===== src/design/s256_pkg.sv =====
// Shared types, constants and round functions for the SHA-256 stream hash unit.
package s256_pkg;

  typedef logic [31:0] word_t;
  typedef word_t [7:0] hash_t;

  localparam logic [7:0] PAD_MARK = 8'h80;
  localparam logic [5:0] LEN_START = 6'd56;

  function automatic word_t ror32(input word_t x, input int unsigned n);
    ror32 = (x >> n) | (x << (32 - n));
  endfunction

  function automatic word_t iv_const(input logic [2:0] idx);
    case (idx)
      3'd0: iv_const = 32'h6a09e667;
      3'd1: iv_const = 32'hbb67ae85;
      3'd2: iv_const = 32'h3c6ef372;
      3'd3: iv_const = 32'ha54ff53a;
      3'd4: iv_const = 32'h510e527f;
      3'd5: iv_const = 32'h9b05688c;
      3'd6: iv_const = 32'h1f83d9ab;
      3'd7: iv_const = 32'h5be0cd19;
      default: iv_const = 32'h6a09e667;
    endcase
  endfunction

  function automatic word_t k_const(input logic [5:0] idx);
    case (idx)
      6'd0: k_const = 32'h428a2f98;  6'd1: k_const = 32'h71374491;
      6'd2: k_const = 32'hb5c0fbcf;  6'd3: k_const = 32'he9b5dba5;
      6'd4: k_const = 32'h3956c25b;  6'd5: k_const = 32'h59f111f1;
      6'd6: k_const = 32'h923f82a4;  6'd7: k_const = 32'hab1c5ed5;
      6'd8: k_const = 32'hd807aa98;  6'd9: k_const = 32'h12835b01;
      6'd10: k_const = 32'h243185be; 6'd11: k_const = 32'h550c7dc3;
      6'd12: k_const = 32'h72be5d74; 6'd13: k_const = 32'h80deb1fe;
      6'd14: k_const = 32'h9bdc06a7; 6'd15: k_const = 32'hc19bf174;
      6'd16: k_const = 32'he49b69c1; 6'd17: k_const = 32'hefbe4786;
      6'd18: k_const = 32'h0fc19dc6; 6'd19: k_const = 32'h240ca1cc;
      6'd20: k_const = 32'h2de92c6f; 6'd21: k_const = 32'h4a7484aa;
      6'd22: k_const = 32'h5cb0a9dc; 6'd23: k_const = 32'h76f988da;
      6'd24: k_const = 32'h983e5152; 6'd25: k_const = 32'ha831c66d;
      6'd26: k_const = 32'hb00327c8; 6'd27: k_const = 32'hbf597fc7;
      6'd28: k_const = 32'hc6e00bf3; 6'd29: k_const = 32'hd5a79147;
      6'd30: k_const = 32'h06ca6351; 6'd31: k_const = 32'h14292967;
      6'd32: k_const = 32'h27b70a85; 6'd33: k_const = 32'h2e1b2138;
      6'd34: k_const = 32'h4d2c6dfc; 6'd35: k_const = 32'h53380d13;
      6'd36: k_const = 32'h650a7354; 6'd37: k_const = 32'h766a0abb;
      6'd38: k_const = 32'h81c2c92e; 6'd39: k_const = 32'h92722c85;
      6'd40: k_const = 32'ha2bfe8a1; 6'd41: k_const = 32'ha81a664b;
      6'd42: k_const = 32'hc24b8b70; 6'd43: k_const = 32'hc76c51a3;
      6'd44: k_const = 32'hd192e819; 6'd45: k_const = 32'hd6990624;
      6'd46: k_const = 32'hf40e3585; 6'd47: k_const = 32'h106aa070;
      6'd48: k_const = 32'h19a4c116; 6'd49: k_const = 32'h1e376c08;
      6'd50: k_const = 32'h2748774c; 6'd51: k_const = 32'h34b0bcb5;
      6'd52: k_const = 32'h391c0cb3; 6'd53: k_const = 32'h4ed8aa4a;
      6'd54: k_const = 32'h5b9cca4f; 6'd55: k_const = 32'h682e6ff3;
      6'd56: k_const = 32'h748f82ee; 6'd57: k_const = 32'h78a5636f;
      6'd58: k_const = 32'h84c87814; 6'd59: k_const = 32'h8cc70208;
      6'd60: k_const = 32'h90befffa; 6'd61: k_const = 32'ha4506ceb;
      6'd62: k_const = 32'hbef9a3f7; 6'd63: k_const = 32'hc67178f2;
      default: k_const = 32'h428a2f98;
    endcase
  endfunction

endpackage


===== src/design/s256_round.sv =====
// One SHA-256 compression round and one message schedule expansion step.
module s256_round (
  input  s256_pkg::hash_t v_in,     // working variables, index 0 is a
  input  s256_pkg::word_t w0,       // W[i]
  input  s256_pkg::word_t w1,       // W[i+1]
  input  s256_pkg::word_t w9,       // W[i+9]
  input  s256_pkg::word_t w14,      // W[i+14]
  input  s256_pkg::word_t k_in,
  output s256_pkg::hash_t v_out,
  output s256_pkg::word_t w_new     // W[i+16]
);

  s256_pkg::word_t big0, big1, choose, major, t1, t2, sig0, sig1;

  always_comb begin
    big1   = s256_pkg::ror32(v_in[4], 6) ^ s256_pkg::ror32(v_in[4], 11) ^
             s256_pkg::ror32(v_in[4], 25);
    choose = (v_in[4] & v_in[5]) ^ (~v_in[4] & v_in[6]);
    big0   = s256_pkg::ror32(v_in[0], 2) ^ s256_pkg::ror32(v_in[0], 13) ^
             s256_pkg::ror32(v_in[0], 22);
    major  = (v_in[0] & v_in[1]) ^ (v_in[0] & v_in[2]) ^ (v_in[1] & v_in[2]);
    t1     = v_in[7] + big1 + choose + k_in + w0;
    t2     = big0 + major;

    v_out[7] = v_in[6];
    v_out[6] = v_in[5];
    v_out[5] = v_in[4];
    v_out[4] = v_in[3] + t1;
    v_out[3] = v_in[2];
    v_out[2] = v_in[1];
    v_out[1] = v_in[0];
    v_out[0] = t1 + t2;

    sig0  = s256_pkg::ror32(w1, 7) ^ s256_pkg::ror32(w1, 18) ^ (w1 >> 3);
    sig1  = s256_pkg::ror32(w14, 17) ^ s256_pkg::ror32(w14, 19) ^ (w14 >> 10);
    w_new = sig1 + w9 + sig0 + w0;
  end

endmodule


===== src/design/sha256_stream_hash_unit.sv =====
// Top level of the SHA-256 stream hash unit: byte intake, padding, compression, digest output.
//
//  Channel  | Direction | Payload                              | Marker
//  ---------+-----------+--------------------------------------+------------------------------
//  in_      | slave     | tdata[7:0] data_byte                 | tuser has_byte, tlast last
//  out_     | master    | tdata[31:0] digest_word, [34:32] idx | tlast last_word
//
// Flow: a message byte is taken while the unit is idle. Each full 64-byte block then holds
// off the input while the block and chain memories are read in the load phase, 64 rounds
// run on the single round unit and the chain update writes the sums back, with memory
// ports that move one word per cycle. A last transaction adds a byte-per-cycle padding
// sweep that fills out the block (plus one more compression when the length spills into a
// second block) and then eight digest words, each read from chain memory and then loaded.
// Reset: synchronous active-low; afterwards a pass writes the eight initial hash
// values into the chain memory, during which in_tready stays low.
// Stalls: a digest word waiting on out_tready holds only the output sequencer; the
// input is taken again as soon as the last digest word sits in the output register.
module sha256_stream_hash_unit (
  input  logic        clk,
  input  logic        rst_n,
  input  logic        in_tvalid,
  output logic        in_tready,
  input  logic [7:0]  in_tdata,   // [7:0] data_byte
  input  logic        in_tuser,   // [0] has_byte
  input  logic        in_tlast,   // last
  output logic        out_tvalid,
  input  logic        out_tready,
  output logic [39:0] out_tdata,  // [31:0] digest_word, [34:32] word_index, rest zero
  output logic        out_tlast   // last_word
);

  typedef enum logic [2:0] {
    ST_INIT, ST_IDLE, ST_PAD, ST_LOAD, ST_ROUND, ST_ADD, ST_OUT_RD, ST_OUT_LD
  } state_t;

  state_t           state_r;
  logic [6:0]       cnt_r;
  logic [5:0]       fill_r;
  logic [60:0]      total_r;
  logic [23:0]      asm_r;        // bytes of the word being assembled
  logic             pad_act_r;    // message closed, padding in progress
  logic             mark_r;       // 0x80 marker already placed
  logic             wrap_r;       // marker landed too late for the length field
  logic             final_r;      // block under compression carries the length

  s256_pkg::hash_t  v_r;
  s256_pkg::word_t  w_r [16];
  s256_pkg::hash_t  v_rnd;
  s256_pkg::word_t  w_new;

  // Message block memory: sixteen big-endian words.
  s256_pkg::word_t  blk_mem [16];
  s256_pkg::word_t  blk_rdata_r;
  // Chaining value memory.
  s256_pkg::word_t  chain_mem [8];
  s256_pkg::word_t  chain_rdata_r;

  logic             in_acc;
  logic             push_en;
  logic [7:0]       push_byte;
  logic [7:0]       pad_byte;
  logic             len_sel;
  logic [63:0]      len_bits;
  logic             blk_we;
  logic             chain_we;
  logic [2:0]       chain_waddr;
  s256_pkg::word_t  chain_wdata;
  logic [2:0]       cnt_lo_m1;

  logic             out_tvalid_r;
  s256_pkg::word_t  out_word_r;
  logic [2:0]       out_idx_r;
  logic             out_last_r;

  assign in_tready  = (state_r == ST_IDLE);
  assign in_acc     = in_tvalid && in_tready;
  assign out_tvalid = out_tvalid_r;
  assign out_tdata  = {5'd0, out_idx_r, out_word_r};
  assign out_tlast  = out_last_r;

  // Padding bytes: the marker, then zeros, then the bit length in big-endian order.
  assign len_bits = {total_r, 3'b000};
  assign len_sel  = mark_r && !wrap_r && (fill_r >= s256_pkg::LEN_START);

  always_comb begin
    if (!mark_r) begin
      pad_byte = s256_pkg::PAD_MARK;
    end else if (len_sel) begin
      pad_byte = 8'(len_bits >> {~fill_r[2:0], 3'b000});
    end else begin
      pad_byte = 8'h00;
    end
  end

  assign push_en   = (in_acc && in_tuser) || (state_r == ST_PAD);
  assign push_byte = (state_r == ST_PAD) ? pad_byte : in_tdata;
  assign blk_we    = push_en && (fill_r[1:0] == 2'b11);

  // Block memory is written only while collecting bytes; its read data is used only in the load phase.
  always_ff @(posedge clk) begin
    if (blk_we) begin
      blk_mem[fill_r[5:2]] <= {asm_r, push_byte};
    end
    blk_rdata_r <= blk_mem[cnt_r[3:0]];
  end

  // Chain memory: one write port shared by the init pass, the chain update and the
  // reload of the initial values during digest output.
  assign cnt_lo_m1 = cnt_r[2:0] - 3'd1;

  always_comb begin
    chain_we    = 1'b0;
    chain_waddr = cnt_r[2:0];
    chain_wdata = s256_pkg::iv_const(cnt_r[2:0]);
    case (state_r)
      ST_INIT: begin
        chain_we = 1'b1;
      end
      ST_ADD: begin
        chain_we    = (cnt_r != 7'd0);
        chain_waddr = cnt_lo_m1;
        chain_wdata = chain_rdata_r + v_r[0];
      end
      ST_OUT_LD: begin
        chain_we = 1'b1;
      end
      default: begin
        chain_we = 1'b0;
      end
    endcase
  end

  // Reads and writes in the update phase always hit different entries.
  always_ff @(posedge clk) begin
    if (chain_we) begin
      chain_mem[chain_waddr] <= chain_wdata;
    end
    chain_rdata_r <= chain_mem[cnt_r[2:0]];
  end

  s256_round u_round (
    .v_in  (v_r),
    .w0    (w_r[0]),
    .w1    (w_r[1]),
    .w9    (w_r[9]),
    .w14   (w_r[14]),
    .k_in  (s256_pkg::k_const(cnt_r[5:0])),
    .v_out (v_rnd),
    .w_new (w_new)
  );

  // Working variables and schedule window. Loads shift in at the top so that
  // index 0 ends up holding a and W[0].
  always_ff @(posedge clk) begin
    case (state_r)
      ST_LOAD: begin
        if (cnt_r != 7'd0) begin
          for (int i = 0; i < 15; i++) begin
            w_r[i] <= w_r[i + 1];
          end
          w_r[15] <= blk_rdata_r;
          if (cnt_r <= 7'd8) begin
            v_r <= {chain_rdata_r, v_r[7:1]};
          end
        end
      end
      ST_ROUND: begin
        v_r <= v_rnd;
        for (int i = 0; i < 15; i++) begin
          w_r[i] <= w_r[i + 1];
        end
        w_r[15] <= w_new;
      end
      ST_ADD: begin
        if (cnt_r != 7'd0) begin
          v_r <= {v_r[0], v_r[7:1]};
        end
      end
      default: begin
        v_r <= v_r;
      end
    endcase
  end

  // Sequencer, counters and output register.
  always_ff @(posedge clk) begin
    if (!rst_n) begin
      state_r      <= ST_INIT;
      cnt_r        <= '0;
      fill_r       <= '0;
      total_r      <= '0;
      pad_act_r    <= 1'b0;
      mark_r       <= 1'b0;
      wrap_r       <= 1'b0;
      final_r      <= 1'b0;
      out_tvalid_r <= 1'b0;
    end else begin
      if (out_tvalid_r && out_tready) begin
        out_tvalid_r <= 1'b0;
      end
      if (push_en) begin
        asm_r  <= {asm_r[15:0], push_byte};
        fill_r <= fill_r + 6'd1;
      end
      case (state_r)
        ST_INIT: begin
          cnt_r <= cnt_r + 7'd1;
          if (cnt_r[2:0] == 3'd7) begin
            cnt_r   <= '0;
            state_r <= ST_IDLE;
          end
        end
        ST_IDLE: begin
          if (in_acc) begin
            if (in_tuser) begin
              total_r <= total_r + 61'd1;
            end
            if (in_tlast) begin
              pad_act_r <= 1'b1;
            end
            if (in_tuser && (fill_r == 6'd63)) begin
              cnt_r   <= '0;
              state_r <= ST_LOAD;
            end else if (in_tlast) begin
              state_r <= ST_PAD;
            end
          end
        end
        ST_PAD: begin
          if (!mark_r) begin
            mark_r <= 1'b1;
          end
          if (fill_r == 6'd63) begin
            wrap_r  <= 1'b0;
            final_r <= len_sel;
            cnt_r   <= '0;
            state_r <= ST_LOAD;
          end else if (!mark_r) begin
            wrap_r <= (fill_r >= s256_pkg::LEN_START);
          end
        end
        ST_LOAD: begin
          cnt_r <= cnt_r + 7'd1;
          if (cnt_r == 7'd16) begin
            cnt_r   <= '0;
            state_r <= ST_ROUND;
          end
        end
        ST_ROUND: begin
          cnt_r <= cnt_r + 7'd1;
          if (cnt_r == 7'd63) begin
            cnt_r   <= '0;
            state_r <= ST_ADD;
          end
        end
        ST_ADD: begin
          cnt_r <= cnt_r + 7'd1;
          if (cnt_r == 7'd8) begin
            cnt_r <= '0;
            if (final_r) begin
              state_r <= ST_OUT_RD;
            end else if (pad_act_r) begin
              state_r <= ST_PAD;
            end else begin
              state_r <= ST_IDLE;
            end
          end
        end
        ST_OUT_RD: begin
          if (!out_tvalid_r || out_tready) begin
            state_r <= ST_OUT_LD;
          end
        end
        ST_OUT_LD: begin
          out_tvalid_r <= 1'b1;
          out_word_r   <= chain_rdata_r;
          out_idx_r    <= cnt_r[2:0];
          out_last_r   <= (cnt_r[2:0] == 3'd7);
          cnt_r        <= cnt_r + 7'd1;
          if (cnt_r[2:0] == 3'd7) begin
            cnt_r     <= '0;
            total_r   <= '0;
            pad_act_r <= 1'b0;
            mark_r    <= 1'b0;
            final_r   <= 1'b0;
            state_r   <= ST_IDLE;
          end else begin
            state_r <= ST_OUT_RD;
          end
        end
        default: begin
          state_r <= ST_IDLE;
        end
      endcase
    end
  end

  // A digest word only ever appears from the output load step.
  a_out_from_load: assert property (@(posedge clk) disable iff (!rst_n)
    $rose(out_tvalid_r) |-> $past(state_r == ST_OUT_LD))
    else $error("output valid raised outside the digest load step");

  // The output register is always free when a digest word is loaded.
  a_out_slot_free: assert property (@(posedge clk) disable iff (!rst_n)
    (state_r == ST_OUT_LD) |-> !out_tvalid_r)
    else $error("digest word would overwrite a pending transaction");

  // Digest output starts only after the padded message filled whole blocks.
  a_fill_clear: assert property (@(posedge clk) disable iff (!rst_n)
    (state_r == ST_OUT_RD) |-> (fill_r == 6'd0) && mark_r && !wrap_r)
    else $error("digest output with a partial block pending");

  // No byte is written into the block memory while it is being read for compression.
  a_no_push_busy: assert property (@(posedge clk) disable iff (!rst_n)
    (state_r == ST_LOAD || state_r == ST_ROUND || state_r == ST_ADD) |-> !push_en)
    else $error("block memory written during compression");

  // The chain update always follows the last round.
  a_round_to_add: assert property (@(posedge clk) disable iff (!rst_n)
    (state_r == ST_ROUND && cnt_r == 7'd63) |=> (state_r == ST_ADD))
    else $error("round sequence did not end in the chain update");

endmodule


===== config.mk =====
export PLATFORM = sky130hd
export DESIGN_NAME = sha256_stream_hash_unit
export DESIGN_NICKNAME = d
export VERILOG_FILES = /design/src/design/s256_pkg.sv /design/src/design/s256_round.sv /design/src/design/sha256_stream_hash_unit.sv
export SDC_FILE = /design/constraint.sdc
export NUM_CORES = 2
export LEC_CHECK = 0
export ABC_AREA = 1
export BUFFER_PORTS_ARGS = -buffer_cell sky130_fd_sc_hd__buf_2
export CAP_MARGIN = 20
export CORE_MARGIN = 2
export CORE_UTILIZATION = 40
export DETAILED_ROUTE_END_ITERATION = 6
export HOLD_SLACK_MARGIN = 0.1
export SKIP_CTS_REPAIR_TIMING = 1
export SLEW_MARGIN = 20
export SYNTH_ARGS = -nofsm -noshare
export SYNTH_HDL_FRONTEND = slang
export SYNTH_SLANG_ARGS = --single-unit

===== constraint.sdc =====
create_clock -name clk -period 25.2 [get_ports clk]
set_input_delay 0 -clock clk [delete_from_list [all_inputs] [get_ports clk]]
set_output_delay 0 -clock clk [all_outputs]
set_load 0.01 [all_outputs]

* Word-level counts from Yosys, hierarchy flattened
Memory sizes are Yosys's and may differ from the RTL's. A register that Yosys moved wholly into a read port is not among the register bits. Index checks and enable logic that the tools add are counted. Widths: inputs -> output; s select.
Cells by class: add/subtract/negate cells 15, $lt $le $gt $ge 2, eq/ne operators 29, shifts and indexed selects 1, mux-type cells 75, bitwise logic cells 44, reductions and logical operators 29
Operators with widths (number):
- $mux 256 | 3
- $pmux 256 s3 | 1
- $mux 32 | 17
- $add 32x32->32 | 11
- $xor 32x32->32 | 9
- $mux 61 | 3
- $and 32x32->32 | 5
- $pmux 61 s2 | 1
- $shr 64x6->8 | 1
- $add 61x1->61 const B | 1
- $mux 7 | 7
- $mux 3 | 14
- $pmux 7 s6 | 1
- $not 32->32 | 1
- $or 10x32->32 | 1
- $or 13x32->32 | 1
- $or 14x32->32 | 1
- $or 15x32->32 | 1
- $or 19x32->32 | 1
- $or 21x32->32 | 1
- $or 25x32->32 | 1
- $or 26x32->32 | 1
- $or 30x32->32 | 1
- $or 7x32->32 | 1
- 39 further kinds | 110
Storage, ports and cells: register bits after elaboration 398, memory bits (writable) 1280, ROM bits 2296, output and inout port bits 43, word-level logic and storage cells 221, memories kept 5
Memory list:
- (name not given) | words 64, bits a word 32, rd ports 1, clocked after memory_dff 1, wr ports 0, RTL line s256_pkg.sv:29 | case (idx)
- blk_mem | words 16, bits a word 32, rd ports 1, clocked after memory_dff 1, wr ports 1, RTL line sha256_stream_hash_unit.sv:52 | s256_pkg::word_t blk_mem [16];
- w_r | words 16, bits a word 32, rd ports 16, clocked after memory_dff 0, wr ports 16, RTL line sha256_stream_hash_unit.sv:47 | s256_pkg::word_t w_r [16];
- chain_mem | words 8, bits a word 32, rd ports 1, clocked after memory_dff 1, wr ports 1, RTL line sha256_stream_hash_unit.sv:55 | s256_pkg::word_t chain_mem [8];
- (name not given) | words 8, bits a word 31, rd ports 1, clocked after memory_dff 1, wr ports 0, RTL line s256_pkg.sv:15 | case (idx)

* Longest topological paths before layout
depth in word-level cells 9, gate-level depth with buffers 36, depth with buffers taken out 36

* By module
Synthesis repeated with hierarchy kept, for this count alone.
Unflattened totals: cells, all modules 8448, area, all modules 88225.9 µm²
By module, submodules not included:
- sha256_stream_hash_unit | instances 1, cells an instance 6047, area an instance 71426.0 µm², sequential area each 52090.0 µm²
- s256_round | instances 1, cells an instance 2401, area an instance 16799.9 µm², sequential area each 0.0 µm²

* Worst setup path before layout
OpenSTA, ideal clock, no wires.
path kind register -> register, start register cnt_r[0], end register v_r[0] in the netlist's numbering, enable pin, setup time 1.275 ns, arrival 20.564 ns, setup slack 3.361 ns, cell stages (with the launch flop) 12, path buffers 5, clock period less this slack 21.839 ns, path through dfxtp_1 > clkbuf_1 > inv_1 > buf_2 > clkbuf_1 > clkbuf_1 > clkbuf_1 > ha_1 > inv_1 > nor2_1 > o21ai_0 > a221oi_1
On the way: longest elaborated chain between the ends 3, elaborated cells between the ends (all ways) 6
RTL lines:
- start: declaration | RTL line sha256_stream_hash_unit.sv:37 | logic [6:0] cnt_r;
- start signal: assignment | RTL line sha256_stream_hash_unit.sv:207 | cnt_r <= cnt_r + 7'd1;
- start signal: assignment | RTL line sha256_stream_hash_unit.sv:243 | cnt_r <= cnt_r + 7'd1;
- start signal: assignment | RTL line sha256_stream_hash_unit.sv:250 | cnt_r <= cnt_r + 7'd1;
- $le 7x4->1 / $reduce_bool 7->1 (equally long branches) | RTL line sha256_stream_hash_unit.sv:162, sha256_stream_hash_unit.sv:157, sha256_stream_hash_unit.sv:175
- $ne 2x2->1 (no source line)
- $reduce_and 4->1 (no source line) (*)
- end signal: assignment | RTL line sha256_stream_hash_unit.sv:163 | v_r <= {chain_rdata_r, v_r[7:1]};
- end signal: assignment | RTL line sha256_stream_hash_unit.sv:168 | v_r <= v_rnd;
- end signal: assignment | RTL line sha256_stream_hash_unit.sv:176 | v_r <= {v_r[0], v_r[7:1]};
- end: declaration | RTL line sha256_stream_hash_unit.sv:46 | s256_pkg::hash_t v_r;
Every way passes the cells marked *; elsewhere a longest branch is shown, timed or not. A chain may end at the register's enable or synchronous reset.

* Final worst setup path
start register v_r[147] in the netlist's numbering, end register v_r[22] in the netlist's numbering, data pin
On the way: longest elaborated chain between the ends 9, elaborated cells between the ends (all ways) 14
RTL lines:
- $or 21x32->32 / $or 26x32->32 (equally long branches) | RTL line s256_pkg.sv:11 | ror32 = (x >> n) | (x << (32 - n));
- $xor 32x32->32 (2 in a row) | RTL line s256_round.sv:16 | big1 = s256_pkg::ror32(v_in[4], 6) ^ s256_pkg::ror32(v_in[4], 11) ^
- $add 32x32->32 | RTL line s256_round.sv:22 | t1 = v_in[7] + big1 + choose + k_in + w0;
- $add 32x32->32 (*) (3 in a row) | RTL line s256_round.sv:22
- $add 32x32->32 (*) | RTL line s256_round.sv:32 | v_out[0] = t1 + t2;
- $pmux 256 s3 (*) | RTL line sha256_stream_hash_unit.sv:155 | case (state_r)
Marked as above.

==> results.sh <==
export IMPL_synth_top_cell_area_share_pct=55.1
export IMPL_die_x_um=470
export IMPL_drtPass1Iterations=6
export IMPL_synth_avg_cell_area_um2=10.5
export IMPL_drive_above_1_share_pct=6.60
export IMPL_start_util_pct=40.2
export IMPL_clock_latency_ns=0.87
export IMPL_cp_required_ns=25.73
export IMPL_synthMuxAreaShare_pct=0
export IMPL_die_h_um=470
export IMPL_grt_ovfl_total=0
export IMPL_relSlewSlack_pct=26.4
export IMPL_worst_slack_ns=17.78
export IMPL_place_hpwl_um=197000
export IMPL_numPortBuffers=51
export IMPL_clock_fmax_ghz=0.135
export IMPL_start_kind="flip-flop"
export IMPL_synth_compound_area_share_pct=10.0
export IMPL_hold_path_class="in2reg"
export IMPL_end_kind="flip-flop"
export IMPL_synth_xor_area_share_pct=3.48
export IMPL_yosys_area_share_adder_pct=6.88
export IMPL_status="finished, final reports clean"
export IMPL_synth_edf_count=1596
export IMPL_ant_nets=0
export IMPL_ys_top_cells_by_count="edfxtp_1, nand2_1, inv_1"
export IMPL_grt_pass1_vias=58595
export IMPL_antenna_found_initial=14
export IMPL_drv_cap=0
export IMPL_slowest_stage="edfxtp_1"
export IMPL_ys_types=63
export IMPL_multi_input_area_um2=30200
export IMPL_ys_flop_type="edfxtp_1"
export IMPL_dp_cells=10931
export IMPL_synth_area_leaders="edfxtp_1, nand2_1, o21ai_0"
export IMPL_route_vias_total=61878
export IMPL_drt_initial_drc_count=7929
export IMPL_postRouteWirelength_um=282000
export IMPL_synthMostInstantiatedCell="edfxtp_1"
export IMPL_slew_violations=0
export IMPL_dieArea_um2=221000
export IMPL_yosys_area_share_simple_pct=14.0
export IMPL_rows=171
export IMPL_fin_skew_ns=0.0590
export IMPL_filler_cell_count=20228
export IMPL_cts_root_buf="clkbuf_16"
export IMPL_vias_per_cell=5.47
export IMPL_setup_viol=0
export IMPL_critPathArrivalTime_ns=7.95
export IMPL_nNetsFinal=8666
export IMPL_ios=57
export IMPL_clock_sinks=1804
export IMPL_fin_cells=11309
export IMPL_setup_tns_final_ns=0
export IMPL_worstMarginPinSlew_ns=1.10
export IMPL_synth_cell_area_um2=87000
export IMPL_postSynthCellCount=8293
export IMPL_cts_tree="built"
export IMPL_seq_area_um2=52100
export IMPL_numCtsBuffers=190
export IMPL_yosys_area_top_type="edfxtp_1"
export IMPL_ys_async_sr_fraction_pct=0
export IMPL_rsz0062_at_grt="false"
export IMPL_yosysWarnings=0
export IMPL_criticalPathCategory="reg2reg"
export IMPL_drc=0
export IMPL_path_clk_slew_ns=0.06
export IMPL_grt_pass1_wl_um=407000
export IMPL_min_period_ns=7.42
export IMPL_slowest_delay_ns=0.58
export IMPL_synth_top_family_by_area="simple AND/OR/NAND/NOR gates"
export IMPL_syn2layout_area_growth_pct=11.3
export IMPL_post_route_period_util_pct=29.4
export IMPL_cts_htree_levels=4
export IMPL_crit_fanout=7
export IMPL_place_gp_congestion=1.03
export IMPL_synth_seq_area_share_pct=59.8
export IMPL_avgRoutedWirePerCell_um=24.9
export IMPL_finalHoldViolations=0
export IMPL_coreArea_um2=217000
export IMPL_pre_cts_ws_ns=17.99
export IMPL_clk_path_buf_depth=3
export IMPL_track_usage_pct=24.9
export IMPL_grt_start_max_net_pins=195
export IMPL_yosys_register_bits=1804
[sequential cells by signal, summed over array words and instances (netlist names), 24 cells and up, named ones only]
signal	count
asm_r	24
blk_mem	512
blk_rdata_r	32
chain_mem	256
chain_rdata_r	32
out_word_r	32
total_r	61
u_round.k_in	32
v_r	256
w_r	512
[cells in the final DEF (no fill, tap or decap), types with 36 or more instances in the layout]
master	instances
a31oi_1	46
nor3_1	77
edfxtp_1	1596
fa_1	188
o21ai_0	835
nand2_1	1379
clkinv_2	41
xor2_1	173
buf_4	87
nand4_1	57
dfxtp_1	205
ha_1	178
buf_2	51
clkbuf_16	190
o22ai_1	114
xnor2_1	173
nor2_1	826
o221ai_1	85
a21oi_1	331
nand3_1	427
inv_1	922
clkbuf_1	36
[cells by family (layout without fill, tap and decap cells)]
group           after synthesis  count (layout)
buf+inv                    1296            1450
compound gates             1562            1562
other cells                   1               9
flops                      1804            1804
simple gates               2918            2918
fa+ha+maj                   366             366
xor+xnor                    346             346
[area by class of cell]
type                            instances  area share (%)
Inverter                              935            3.64
Multi-Input combinational cell       5197            31.2
Clock inverter                        127            1.46
Timing Repair Buffer                  158            1.18
Antenna cell                            4          0.0103
Tap cell                             2854            3.69
Sequential cell                      1804            53.8
Clock buffer                          230            5.10
[final timing paths]
kind	startpoint	endpoint	slack, ns	depth (start not counted)
max reg2reg	v_r[147]$_DFFE_PP_	v_r[22]$_DFFE_PP_	17.78	28
min	out_tready	out_tvalid$_SDFFE_PN0P_	0.10	5
min reg2reg	w_r[1][94]$_DFFE_PP_	w_r[1][62]$_DFFE_PP_	0.40	0
max	v_r[147]$_DFFE_PP_	v_r[22]$_DFFE_PP_	17.78	28
[stage by stage]
stage               util, %  cell area [um2]  hold WS (ns)
floorplan                 -            87100         0.186
global placement       41.7            90400         0.313
detailed placement     41.7            90400         0.322
CTS                    44.6            96700        -0.587
global route           44.7            96900         0.119
finish                 44.7            96900         0.103
[per-layer routing]
layer  share of wire (%)  vias to the layer above  global-route usage, %  routed length [um]
li1                    -                    28369                      -                   -
met1                  45                    30676                   36.8              126000
met2                  44                     2466                   37.9              125000
met3                 8.0                      363                   3.97               22600
met4                 2.7                        4                   6.93                7700
met5               0.011                        -                      0                  32
[critical path: cells and delay by family (launching register included)]
kind | cells | cell delay (ns)
adders and majority gates | 5 | 2.31
and+or+nand+nor | 12 | 2.00
xor gates and xnor gates | 3 | 1.18
AOI/OAI and AO/OA | 3 | 0.71
DFF | 1 | 0.58
buffers and inverters | 5 | 0.34
Power is left out: the tool's default activity adds up to more than one toggle a clock period on the data nets, which glitch-free logic cannot reach.
